`src/hdl/mte_pkg.sv`:
```
package mte_pkg;

  // Item kinds on in_tuser
  localparam logic [1:0] KIND_TOUCH = 2'd0;
  localparam logic [1:0] KIND_TICK  = 2'd1;
  localparam logic [1:0] KIND_CLEAR = 2'd2;

  // Result status on out_tuser
  localparam logic [1:0] ST_NONE    = 2'd0;
  localparam logic [1:0] ST_EDIT    = 2'd1;
  localparam logic [1:0] ST_SUBMIT  = 2'd2;
  localparam logic [1:0] ST_TIMEOUT = 2'd3;

  // Configuration register indexes
  localparam logic [2:0] REG_CYCLE_PERIOD  = 3'd0;
  localparam logic [2:0] REG_KEY_WIDTH     = 3'd1;
  localparam logic [2:0] REG_KEY_HEIGHT    = 3'd2;
  localparam logic [2:0] REG_KEYPAD_TOP    = 3'd3;
  localparam logic [2:0] REG_KEYPAD_BOTTOM = 3'd4;
  localparam logic [2:0] REG_SCREEN_WIDTH  = 3'd5;

  // Register reset values
  localparam logic [15:0] RST_CYCLE_PERIOD  = 16'd80;
  localparam logic [11:0] RST_KEY_WIDTH     = 12'd80;
  localparam logic [11:0] RST_KEY_HEIGHT    = 12'd40;
  localparam logic [11:0] RST_KEYPAD_TOP    = 12'd160;
  localparam logic [11:0] RST_KEYPAD_BOTTOM = 12'd320;
  localparam logic [11:0] RST_SCREEN_WIDTH  = 12'd240;

  // Keypad geometry; also the quotient limits of the cell search
  localparam logic [2:0] KEY_ROWS = 3'd4;
  localparam logic [2:0] KEY_COLS = 3'd3;

  typedef enum logic [1:0] {
    KEY_LETTER,
    KEY_DEL,
    KEY_SUB
  } key_class_t;

  // Controller -> datapath
  typedef struct packed {
    logic load;       // capture input beat, start row search
    logic start_col;  // save row, start column search
    logic step;       // one subtract step of the cell search
    logic commit;     // update state, load result register
  } mte_cmd_t;

  // Datapath -> controller
  typedef struct packed {
    logic in_touch;   // beat on the input is a touch
    logic div_done;   // cell search finished
    logic out_free;   // result register can take a new result
  } mte_sts_t;

  function automatic key_class_t key_class(input logic [1:0] row, input logic [1:0] col);
    key_class_t k;
    k = KEY_LETTER;
    if (row == 2'd3 && col == 2'd0) k = KEY_DEL;
    if (row == 2'd3 && col == 2'd2) k = KEY_SUB;
    return k;
  endfunction

  function automatic logic [2:0] seq_len(input logic [1:0] row, input logic [1:0] col);
    logic [2:0] n;
    unique case ({row, col})
      4'b10_00, 4'b10_10: n = 3'd5;
      4'b11_01:           n = 3'd2;
      4'b11_00, 4'b11_10: n = 3'd0;
      default:            n = 3'd4;
    endcase
    return n;
  endfunction

  // Letter sequence of a key, first letter in the low byte
  function automatic logic [7:0] seq_char(input logic [1:0] row, input logic [1:0] col,
                                          input logic [2:0] idx);
    logic [63:0] s;
    unique case ({row, col})
      4'b00_00: s = {32'h0, "1-,."};
      4'b00_01: s = {32'h0, "2cba"};
      4'b00_10: s = {32'h0, "3fed"};
      4'b01_00: s = {32'h0, "4ihg"};
      4'b01_01: s = {32'h0, "5lkj"};
      4'b01_10: s = {32'h0, "6onm"};
      4'b10_00: s = {24'h0, "7srqp"};
      4'b10_01: s = {32'h0, "8vut"};
      4'b10_10: s = {24'h0, "9zyxw"};
      4'b11_01: s = {48'h0, "0 "};
      default:  s = 64'h0;
    endcase
    return s[{idx, 3'b000} +: 8];
  endfunction

endpackage

```
`src/hdl/mte_ctrl.sv`:
```
module mte_ctrl (
  input  logic              clk,
  input  logic              rst_n,
  input  logic              in_tvalid,
  output logic              in_tready,
  input  mte_pkg::mte_sts_t sts,
  output mte_pkg::mte_cmd_t cmd
);

  typedef enum logic [1:0] {
    S_IDLE,
    S_ROW,
    S_COL,
    S_DONE
  } state_t;

  state_t state_r, state_nxt;
  logic   in_ready_r;

  // Sequencing: accept, row search, column search (touches only), commit
  always_comb begin
    state_nxt     = state_r;
    cmd           = '0;
    unique case (state_r)
      S_IDLE: begin
        if (in_tvalid && in_ready_r) begin
          cmd.load  = 1'b1;
          state_nxt = sts.in_touch ? S_ROW : S_DONE;
        end
      end
      S_ROW: begin
        if (sts.div_done) begin
          cmd.start_col = 1'b1;
          state_nxt     = S_COL;
        end else begin
          cmd.step = 1'b1;
        end
      end
      S_COL: begin
        if (sts.div_done) begin
          state_nxt = S_DONE;
        end else begin
          cmd.step = 1'b1;
        end
      end
      S_DONE: begin
        if (sts.out_free) begin
          cmd.commit = 1'b1;
          state_nxt  = S_IDLE;
        end
      end
      default: state_nxt = S_IDLE;
    endcase
  end

  always_ff @(posedge clk) begin
    if (!rst_n) begin
      state_r    <= S_IDLE;
      in_ready_r <= 1'b0;
    end else begin
      state_r    <= state_nxt;
      in_ready_r <= (state_nxt == S_IDLE);
    end
  end

  assign in_tready = in_ready_r;

endmodule

```
`src/hdl/mte_datapath.sv`:
```
module mte_datapath #(
  parameter int TEXT_CAPACITY = 64
) (
  input  logic              clk,
  input  logic              rst_n,
  input  logic [55:0]       in_tdata,
  input  logic [1:0]        in_tuser,
  output logic              out_tvalid,
  input  logic              out_tready,
  output logic [31:0]       out_tdata,
  output logic [1:0]        out_tuser,
  input  logic              cfg_valid,
  input  logic [2:0]        cfg_index,
  input  logic [15:0]       cfg_data,
  input  mte_pkg::mte_cmd_t cmd,
  output mte_pkg::mte_sts_t sts
);

  localparam int LW = $clog2(TEXT_CAPACITY);
  localparam int EW = LW + 6;
  localparam logic [LW:0] CAP = (LW + 1)'(TEXT_CAPACITY);

  // Configuration registers
  logic [15:0] period_r;
  logic [11:0] kw_r, kh_r, top_r, bot_r, scr_r;

  always_ff @(posedge clk) begin
    if (!rst_n) begin
      period_r <= mte_pkg::RST_CYCLE_PERIOD;
      kw_r     <= mte_pkg::RST_KEY_WIDTH;
      kh_r     <= mte_pkg::RST_KEY_HEIGHT;
      top_r    <= mte_pkg::RST_KEYPAD_TOP;
      bot_r    <= mte_pkg::RST_KEYPAD_BOTTOM;
      scr_r    <= mte_pkg::RST_SCREEN_WIDTH;
    end else if (cfg_valid) begin
      unique case (cfg_index)
        mte_pkg::REG_CYCLE_PERIOD:  period_r <= cfg_data;
        mte_pkg::REG_KEY_WIDTH:     kw_r     <= cfg_data[11:0];
        mte_pkg::REG_KEY_HEIGHT:    kh_r     <= cfg_data[11:0];
        mte_pkg::REG_KEYPAD_TOP:    top_r    <= cfg_data[11:0];
        mte_pkg::REG_KEYPAD_BOTTOM: bot_r    <= cfg_data[11:0];
        mte_pkg::REG_SCREEN_WIDTH:  scr_r    <= cfg_data[11:0];
        default: ;
      endcase
    end
  end

  // Captured input item
  logic [1:0]  kind_r;
  logic [11:0] x_r, y_r;
  logic [31:0] now_r;

  always_ff @(posedge clk) begin
    if (cmd.load) begin
      kind_r <= in_tuser;
      x_r    <= in_tdata[11:0];
      y_r    <= in_tdata[23:12];
      now_r  <= in_tdata[55:24];
    end
  end

  // Cell search: repeated subtraction, quotient capped at the key count
  logic [11:0] rem_r;
  logic [2:0]  q_r, row_r;
  logic        col_phase_r;
  logic [11:0] kw_eff, kh_eff, div_k;
  logic [2:0]  div_lim;

  assign kw_eff  = (kw_r == 12'd0) ? 12'd1 : kw_r;
  assign kh_eff  = (kh_r == 12'd0) ? 12'd1 : kh_r;
  assign div_k   = col_phase_r ? kw_eff : kh_eff;
  assign div_lim = col_phase_r ? mte_pkg::KEY_COLS : mte_pkg::KEY_ROWS;

  always_ff @(posedge clk) begin
    if (cmd.load) begin
      rem_r       <= in_tdata[23:12] - top_r;
      q_r         <= 3'd0;
      col_phase_r <= 1'b0;
    end else if (cmd.start_col) begin
      row_r       <= q_r;
      rem_r       <= x_r;
      q_r         <= 3'd0;
      col_phase_r <= 1'b1;
    end else if (cmd.step) begin
      rem_r <= rem_r - div_k;
      q_r   <= q_r + 3'd1;
    end
  end

  // Text and live-key state
  logic [LW-1:0] len_r, len_c;
  logic          live_r, live_c;
  logic [1:0]    lrow_r, lrow_c, lcol_r, lcol_c;
  logic [2:0]    idx_r, idx_c;
  logic [31:0]   last_r, last_c;

  // Commit decision
  logic                 oob, same, full, expired;
  logic [1:0]           row2, col2;
  mte_pkg::key_class_t  kcls;
  logic [2:0]           n_seq, idx_wrap;
  logic [3:0]           idx_inc;
  logic [LW-1:0]        len_dec;
  logic [31:0]          elapsed;
  logic [1:0]           st_c;
  logic                 wv_c;
  logic [LW-1:0]        wp_c;
  logic [7:0]           wc_c;

  assign row2     = row_r[1:0];
  assign col2     = q_r[1:0];
  assign oob      = (y_r < top_r) || (y_r >= bot_r) || (x_r >= scr_r) ||
                    (row_r >= mte_pkg::KEY_ROWS) || (q_r >= mte_pkg::KEY_COLS);
  assign kcls     = mte_pkg::key_class(row2, col2);
  assign same     = live_r && (lrow_r == row2) && (lcol_r == col2);
  assign n_seq    = mte_pkg::seq_len(row2, col2);
  assign idx_inc  = {1'b0, idx_r} + 4'd1;
  assign idx_wrap = (idx_inc >= {1'b0, n_seq}) ? 3'(idx_inc - {1'b0, n_seq})
                                                : idx_inc[2:0];
  assign len_dec  = len_r - LW'(1);
  assign full     = ({1'b0, len_r} + (LW + 1)'(1)) >= CAP;
  assign elapsed  = now_r - last_r;
  assign expired  = elapsed >= {16'd0, period_r};

  always_comb begin
    st_c   = mte_pkg::ST_NONE;
    wv_c   = 1'b0;
    wp_c   = '0;
    wc_c   = 8'd0;
    len_c  = len_r;
    live_c = live_r;
    lrow_c = lrow_r;
    lcol_c = lcol_r;
    idx_c  = idx_r;
    last_c = last_r;
    unique case (kind_r)
      mte_pkg::KIND_TOUCH: begin
        if (!oob) begin
          unique case (kcls)
            mte_pkg::KEY_DEL: begin
              live_c = 1'b0;
              st_c   = mte_pkg::ST_EDIT;
              if (len_r != '0) begin
                len_c = len_dec;
                wv_c  = 1'b1;
                wp_c  = len_dec;
              end
            end
            mte_pkg::KEY_SUB: begin
              live_c = 1'b0;
              st_c   = mte_pkg::ST_SUBMIT;
            end
            default: begin
              if (same) begin
                // cycle the live key, rewrite last character
                idx_c  = idx_wrap;
                last_c = now_r;
                st_c   = mte_pkg::ST_EDIT;
                if (len_r != '0) begin
                  wv_c = 1'b1;
                  wp_c = len_dec;
                  wc_c = mte_pkg::seq_char(row2, col2, idx_wrap);
                end
              end else begin
                live_c = 1'b0;
                if (!full) begin
                  // append first letter of the new key
                  idx_c  = 3'd0;
                  len_c  = LW'({1'b0, len_r} + (LW + 1)'(1));
                  live_c = 1'b1;
                  lrow_c = row2;
                  lcol_c = col2;
                  last_c = now_r;
                  st_c   = mte_pkg::ST_EDIT;
                  wv_c   = 1'b1;
                  wp_c   = len_r;
                  wc_c   = mte_pkg::seq_char(row2, col2, 3'd0);
                end
              end
            end
          endcase
        end
      end
      mte_pkg::KIND_TICK: begin
        if (live_r && expired) begin
          live_c = 1'b0;
          st_c   = mte_pkg::ST_TIMEOUT;
        end
      end
      mte_pkg::KIND_CLEAR: begin
        len_c  = '0;
        live_c = 1'b0;
      end
      default: ;
    endcase
  end

  always_ff @(posedge clk) begin
    if (!rst_n) begin
      len_r  <= '0;
      live_r <= 1'b0;
      lrow_r <= 2'd0;
      lcol_r <= 2'd0;
      idx_r  <= 3'd0;
      last_r <= 32'd0;
    end else if (cmd.commit) begin
      len_r  <= len_c;
      live_r <= live_c;
      lrow_r <= lrow_c;
      lcol_r <= lcol_c;
      idx_r  <= idx_c;
      last_r <= last_c;
    end
  end

  // Result register
  logic          out_valid_r;
  logic [1:0]    st_r;
  logic [25:0]   res_r;
  logic [EW-1:0] len_w, wp_w;

  assign len_w = EW'(len_c);
  assign wp_w  = EW'(wp_c);

  always_ff @(posedge clk) begin
    if (!rst_n) begin
      out_valid_r <= 1'b0;
    end else if (cmd.commit) begin
      out_valid_r <= 1'b1;
    end else if (out_tready) begin
      out_valid_r <= 1'b0;
    end
  end

  always_ff @(posedge clk) begin
    if (cmd.commit) begin
      st_r  <= st_c;
      res_r <= {live_c ? lcol_c : 2'd0,
                live_c ? lrow_c : 2'd0,
                live_c,
                wc_c,
                wp_w[5:0],
                wv_c,
                len_w[5:0]};
    end
  end

  assign out_tvalid   = out_valid_r;
  assign out_tdata    = {6'd0, res_r};
  assign out_tuser    = st_r;
  assign sts.in_touch = (in_tuser == mte_pkg::KIND_TOUCH);
  assign sts.div_done = (rem_r < div_k) || (q_r == div_lim);
  assign sts.out_free = !out_valid_r || out_tready;

endmodule

```
`src/hdl/multitap_text_entry.sv`:
```
// Multi-tap keypad text entry over a 4x3 phone keypad.
// Input channel in_*: one beat per event. in_tuser = kind (touch, time check,
// clear); in_tdata = touch_x, touch_y, now. Every beat gives exactly one
// result beat on out_*: out_tuser = status, out_tdata = text length, the
// position/character written (if any) and the live key.
// Config channel cfg_*: register index and data, ready whenever out of reset;
// write only while no item is in flight.
// A time check, clear or unused kind goes from accept straight to the
// commit state. A touch runs a cell search by repeated subtraction of the key
// height (up to 4 steps) and then of the key width (up to 3 steps), one
// subtract per cycle plus a check that ends each search, then a commit.
// One item is in flight at a time; in_tready is low from accept until the
// result is loaded. A result waits in the output register while out_tready
// is low; the next item is accepted and searched meanwhile, and holds at
// commit until the register frees.
// Reset (rst_n low, synchronous) empties the text, drops the live key,
// clears the output register and restores the register defaults; in_tready
// is registered and rises in the cycle after reset is released.
module multitap_text_entry #(
  parameter int TEXT_CAPACITY = 64
) (
  input  logic        clk,
  input  logic        rst_n,
  input  logic        in_tvalid,
  output logic        in_tready,
  input  logic [55:0] in_tdata,   // touch_x[11:0], touch_y[23:12], now[55:24]
  input  logic [1:0]  in_tuser,   // kind[1:0]
  output logic        out_tvalid,
  input  logic        out_tready,
  // text_length[5:0], write_valid[6], write_pos[12:7], write_char[20:13],
  // live_valid[21], live_row[23:22], live_col[25:24], zero[31:26]
  output logic [31:0] out_tdata,
  output logic [1:0]  out_tuser,  // status[1:0]
  input  logic        cfg_valid,
  output logic        cfg_ready,
  input  logic [2:0]  cfg_index,
  input  logic [15:0] cfg_data
);

  mte_pkg::mte_cmd_t cmd;
  mte_pkg::mte_sts_t sts;

  assign cfg_ready = rst_n;

  mte_ctrl u_ctrl (
    .clk       (clk),
    .rst_n     (rst_n),
    .in_tvalid (in_tvalid),
    .in_tready (in_tready),
    .sts       (sts),
    .cmd       (cmd)
  );

  mte_datapath #(
    .TEXT_CAPACITY (TEXT_CAPACITY)
  ) u_dp (
    .clk        (clk),
    .rst_n      (rst_n),
    .in_tdata   (in_tdata),
    .in_tuser   (in_tuser),
    .out_tvalid (out_tvalid),
    .out_tready (out_tready),
    .out_tdata  (out_tdata),
    .out_tuser  (out_tuser),
    .cfg_valid  (cfg_valid),
    .cfg_index  (cfg_index),
    .cfg_data   (cfg_data),
    .cmd        (cmd),
    .sts        (sts)
  );

endmodule

```
`config.mk`:
```
export PLATFORM = sky130hd
export DESIGN_NAME = multitap_text_entry
export DESIGN_NICKNAME = d
export VERILOG_FILES = /design/src/hdl/mte_pkg.sv /design/src/hdl/mte_ctrl.sv /design/src/hdl/mte_datapath.sv /design/src/hdl/multitap_text_entry.sv
export SDC_FILE = /design/constraint.sdc
export NUM_CORES = 1
export LEC_CHECK = 0
export BUFFER_PORTS_ARGS = -buffer_cell sky130_fd_sc_hd__buf_2
export CAP_MARGIN = 20
export CORE_MARGIN = 2
export CORE_UTILIZATION = 50
export CTS_CLUSTER_DIAMETER = 30
export DETAILED_ROUTE_END_ITERATION = 12
export HOLD_SLACK_MARGIN = 0.05
export PLACE_DENSITY = 0.69
export SYNTH_ARGS = -nofsm -noshare
export SYNTH_HDL_FRONTEND = slang
export SYNTH_HIERARCHICAL = 1
export SYNTH_SLANG_ARGS = --single-unit
```
`constraint.sdc`:
```
create_clock -name clk -period 5.5 [get_ports clk]
set_input_delay 0.275 -clock clk [delete_from_list [all_inputs] [get_ports clk]]
set_output_delay 0.275 -clock clk [all_outputs]
set_load 0.005 [all_outputs]
```
==> flow_metrics.py <==
metrics = {
    "place": {
        "pre_cts_slack_ps": 710.1,
        "dp_hpwl_um": 25710,
        "postPlaceCellArea_sq_mm": 0.01520,
        "gp_congestion": 0.8880,
        "portBuffers": 111,
    },
    "logic_synthesis": {
        "synth_compound_area_share_pct": 20.90,
        "ys_warn_count": 6,
        "synth.top_cells.by_area": "edfxtp_1, dfxtp_1, ha_1, nand2_1, a21boi_0",
        "synthesis.area_sq_mm": 0.01436,
        "synth_flop_cell": "dfxtp_1",
        "yosys.area_share.simple_pct": 17.41,
        "synth_top_cell_area_share_pct": 20.91,
        "synth_fa_ha_area_share_pct": 11.27,
        "ys_ff_latch": 230,
        "synth_area_per_cell_sq_um": 8.791,
        "async_flop_share_pct": 0,
        "synthMuxAreaShare_pct": 2.892,
        "postSynthCellCount": 1634,
        "yosys.area_share.xor_xnor_pct": 2.744,
        "synth_top_family_by_area": "compound AO/OA/AOI/OAI gates",
        "synth_cell_types": 89,
        "ys_seq_area_share_pct": 39.02,
        "synth_edf_count": 100,
        "synth_top_cell_by_area": "edfxtp_1",
    },
    "drt": {
        "dr.first_iter.drc_count": 965,
        "drcViolationCount": 0,
        "wl_um": 37000,
        "ant_nets": 0,
        "viasPerCell": 5.504,
        "detail_route.wl_per_cell_um": 16.57,
        "vias": 12290,
        "dr.pass1.iters": 7,
    },
    "cts": {
        "clockBufferDepth": 3,
        "post_cts_buffers": 0,
        "cts.sinks": 230,
        "clk_latency_ps": 560,
        "cts_tree": "built",
        "root_buffer": "clkbuf_16",
        "htreeDepth": 2,
        "cts_buffers": 53,
        "cts.reportedPaths.clkPinSlew_ps": 50,
    },
    "floorplan": {
        "die_width_um": 173.5,
        "die_area_sq_mm": 0.03010,
        "num_rows": 62,
        "start_util_pct": 50.45,
        "ios": 119,
        "core_area_sq_mm": 0.02847,
        "die_h_um": 173.5,
    },
    "final_layout": {
        "area_growth_pct": 23.64,
        "nets": 2014,
        "postLayoutCellArea_sq_mm": 0.01776,
        "drive_gt1_share_pct": 13.85,
        "n_antenna_cell": 0,
    },
    "job": {
        "drv_cap": 0,
    },
    "setup_path": {
        "worstPathRequired_ps": 5900,
        "crit_path_max_fanout": 6,
        "worstSetupEndpointType": "flip-flop",
        "crit_type": "flip-flop to flip-flop",
        "arrival_ps": 5190,
        "regToRegSetupSlack_ps": 710,
        "startpoint_type": "flip-flop",
    },
    "sta": {
        "finalHoldViolations": 0,
        "slew_violations": 0,
        "setup_slack_ps": 707.6,
        "period_share_pct": 87.13,
        "tns_ps": 0,
        "fmax_mhz": 208.7,
        "rsz0062_at_grt": "no",
        "worstMarginPinSlew_ps": 991.4,
        "fin_crit_ps": 4792,
        "maxSlewHeadroom_pct": 33.55,
        "setup_viol": 0,
        "clock_skew_ps": 16.36,
    },
    "power": {
        "ir_drop_uv": 295.8,
        "pwr-share-comb_pct": 27.0,
        "swShare_pct": 31.31,
        "p_per_area_mw_per_mm2": 425.7,
        "p_sw_w": 0.002368,
        "internal_power_w": 0.005193,
        "total_power_w": 0.007561,
        "p_seq_share_pct": 29.0,
        "p_leak_nw": 6.852,
        "power_frac_clock_pct": 44.0,
    },
    "global_routing": {
        "grt_start_max_net_pins": 101,
        "grt_pass1_wl_um": 59270,
        "grt-ovfl-total": 0,
        "antenna_found_initial": 0,
        "grt.total_usage_pct": 24.04,
        "grt_pass1_vias": 11580,
    },
    "worst_hold_path": {
        "hp-class": "input port to flip-flop",
    },
    "status": {
        "status": "finished clean",
    },
}
[path summary, 6_finish.rpt]
| kind | start | cells past startpoint | to |
|---|---|---|---|
| max | u_dp/now_r[6]$_DFFE_PP_ | 19 | u_dp/res_r[23]$_SDFFCE_PN0P_ |
| min | cfg_data[1] | 3 | u_dp/bot_r[1]$_SDFFE_PN0P_ |
| max reg2reg | u_dp/now_r[6]$_DFFE_PP_ | 19 | u_dp/res_r[23]$_SDFFCE_PN0P_ |
| min reg2reg | u_dp/last_r[7]$_SDFFE_PN0P_ | 2 | u_dp/last_r[7]$_SDFFE_PN0P_ |
[cells by family after synthesis]
logic type                 after synthesis
AOI/OAI and AO/OA                      434
xor gates and xnor gates                45
adders and majority gates              127
buffers and inverters                  204
DFF                                    230
muxes                                   40
other                                    1
and+or+nand+nor                        553
[layout make-up]
| type | instances | area [sq um] |
|---|---|---|
| clock inverters | 44 | 585.6 |
| repair buffers | 190 | 1310 |
| multi-input cells | 1206 | 7979 |
| clock buffers | 55 | 1334 |
| fillers | 2433 | 10710 |
| well taps | 384 | 480.5 |
| inverters | 124 | 465.4 |
| flip-flops and latches | 230 | 5605 |
[timing repair]
action / CTS / global route
hold buffers: 63 / 0
resized for setup: 0 / 0
hold endpoints to repair: 66 / 0
[metal layers]
layer / track usage (%) / share of wire (%) / up-vias
li1: - / - / 6126
met1: 32.79 / 47 / 5764
met2: 40.08 / 47 / 338
met3: 3.180 / 4.7 / 62
met4: 6.815 / 2.0 / 0
met5: 0 / 0 / -
[cells in the mapped netlist, types with 17 or more instances]
library cell    n
o21ai_0        74
nand3_1        38
inv_1         123
a21o_1         23
edfxtp_1      100
mux2i_1        37
nand4_1        17
dfxtp_1       130
nand2_1       298
xnor2_1        30
nor2b_1        23
clkbuf_1       60
a21boi_0       96
nor2_1         77
ha_1          123
o211ai_1       27
nor3_1         26
a21oi_1        95
[worst max-delay path, stage by stage, from the launching register on]
cell and delay, ps:
edfxtp_1 380, ha_1 420, a2111oi_4 380, inv_2 80
o21a_4 230, nor3_1 290, nor2_1 70, nor2_1 120
xnor2_1 130, ha_1 280, and4_1 210, a21oi_1 180
and4_1 190, o2111ai_1 80, and4bb_1 280, o2111ai_1 130
nor4_2 260, nand4_1 210, a311oi_2 510, nor2b_1 200
[cells in the final DEF, fill, tap and decap left out, types with 37 or more instances in the layout]
cell / netlist / layout
a21boi_0: 96 / 96
a21oi_1: 95 / 95
buf_2: 10 / 111
clkbuf_16: 0 / 53
dfxtp_1: 130 / 130
dlygate4sd3_1: 0 / 63
edfxtp_1: 100 / 100
ha_1: 123 / 123
inv_1: 123 / 123
mux2i_1: 37 / 37
nand2_1: 298 / 298
nand3_1: 38 / 38
nor2_1: 77 / 77
o21ai_0: 74 / 74
[state kept, by name (all words and copies together), names as in the netlist, 3 cells and up]
register and cells:
u_dp/bot_r 12, u_dp/scr_r 12, u_dp/x_r 12, u_dp/y_r 12
u_dp/q_r 3, u_dp/res_r 25, u_dp/last_r 32, u_dp/len_r 6
u_dp/row_r 3, u_dp/top_r 12, u_dp/kh_r 12, u_dp/idx_r 3
u_dp/kw_r 12, u_dp/now_r 32, u_dp/rem_r 12, u_dp/period_r 16
[through the flow]
step / hold slack [ps] / utilization (%) / cells
2_1_floorplan: 373.9 / - / 1640
3_3_place_gp: 435.8 / 53.38 / 2070
3_5_place_dp: 443.3 / 53.38 / 2070
4_1_cts: 53.64 / 62.34 / 2232
5_1_grt: 76.30 / 62.38 / 2233
6_report: 68.86 / 62.38 / 2233
[power by group through the flow]
stage	sequential, W	combinational (W)	clock (W)
3_5_place_dp	0.00222	0.00197	0
2_1_floorplan	0.00215	0.00155	0
6_report	0.00219	0.00204	0.00333
4_1_cts	0.00219	0.00203	0.00338
3_3_place_gp	0.00221	0.00192	0
5_1_grt	0.00221	0.00228	0.00347
Note: power is estimated with default switching activity, not from simulation.
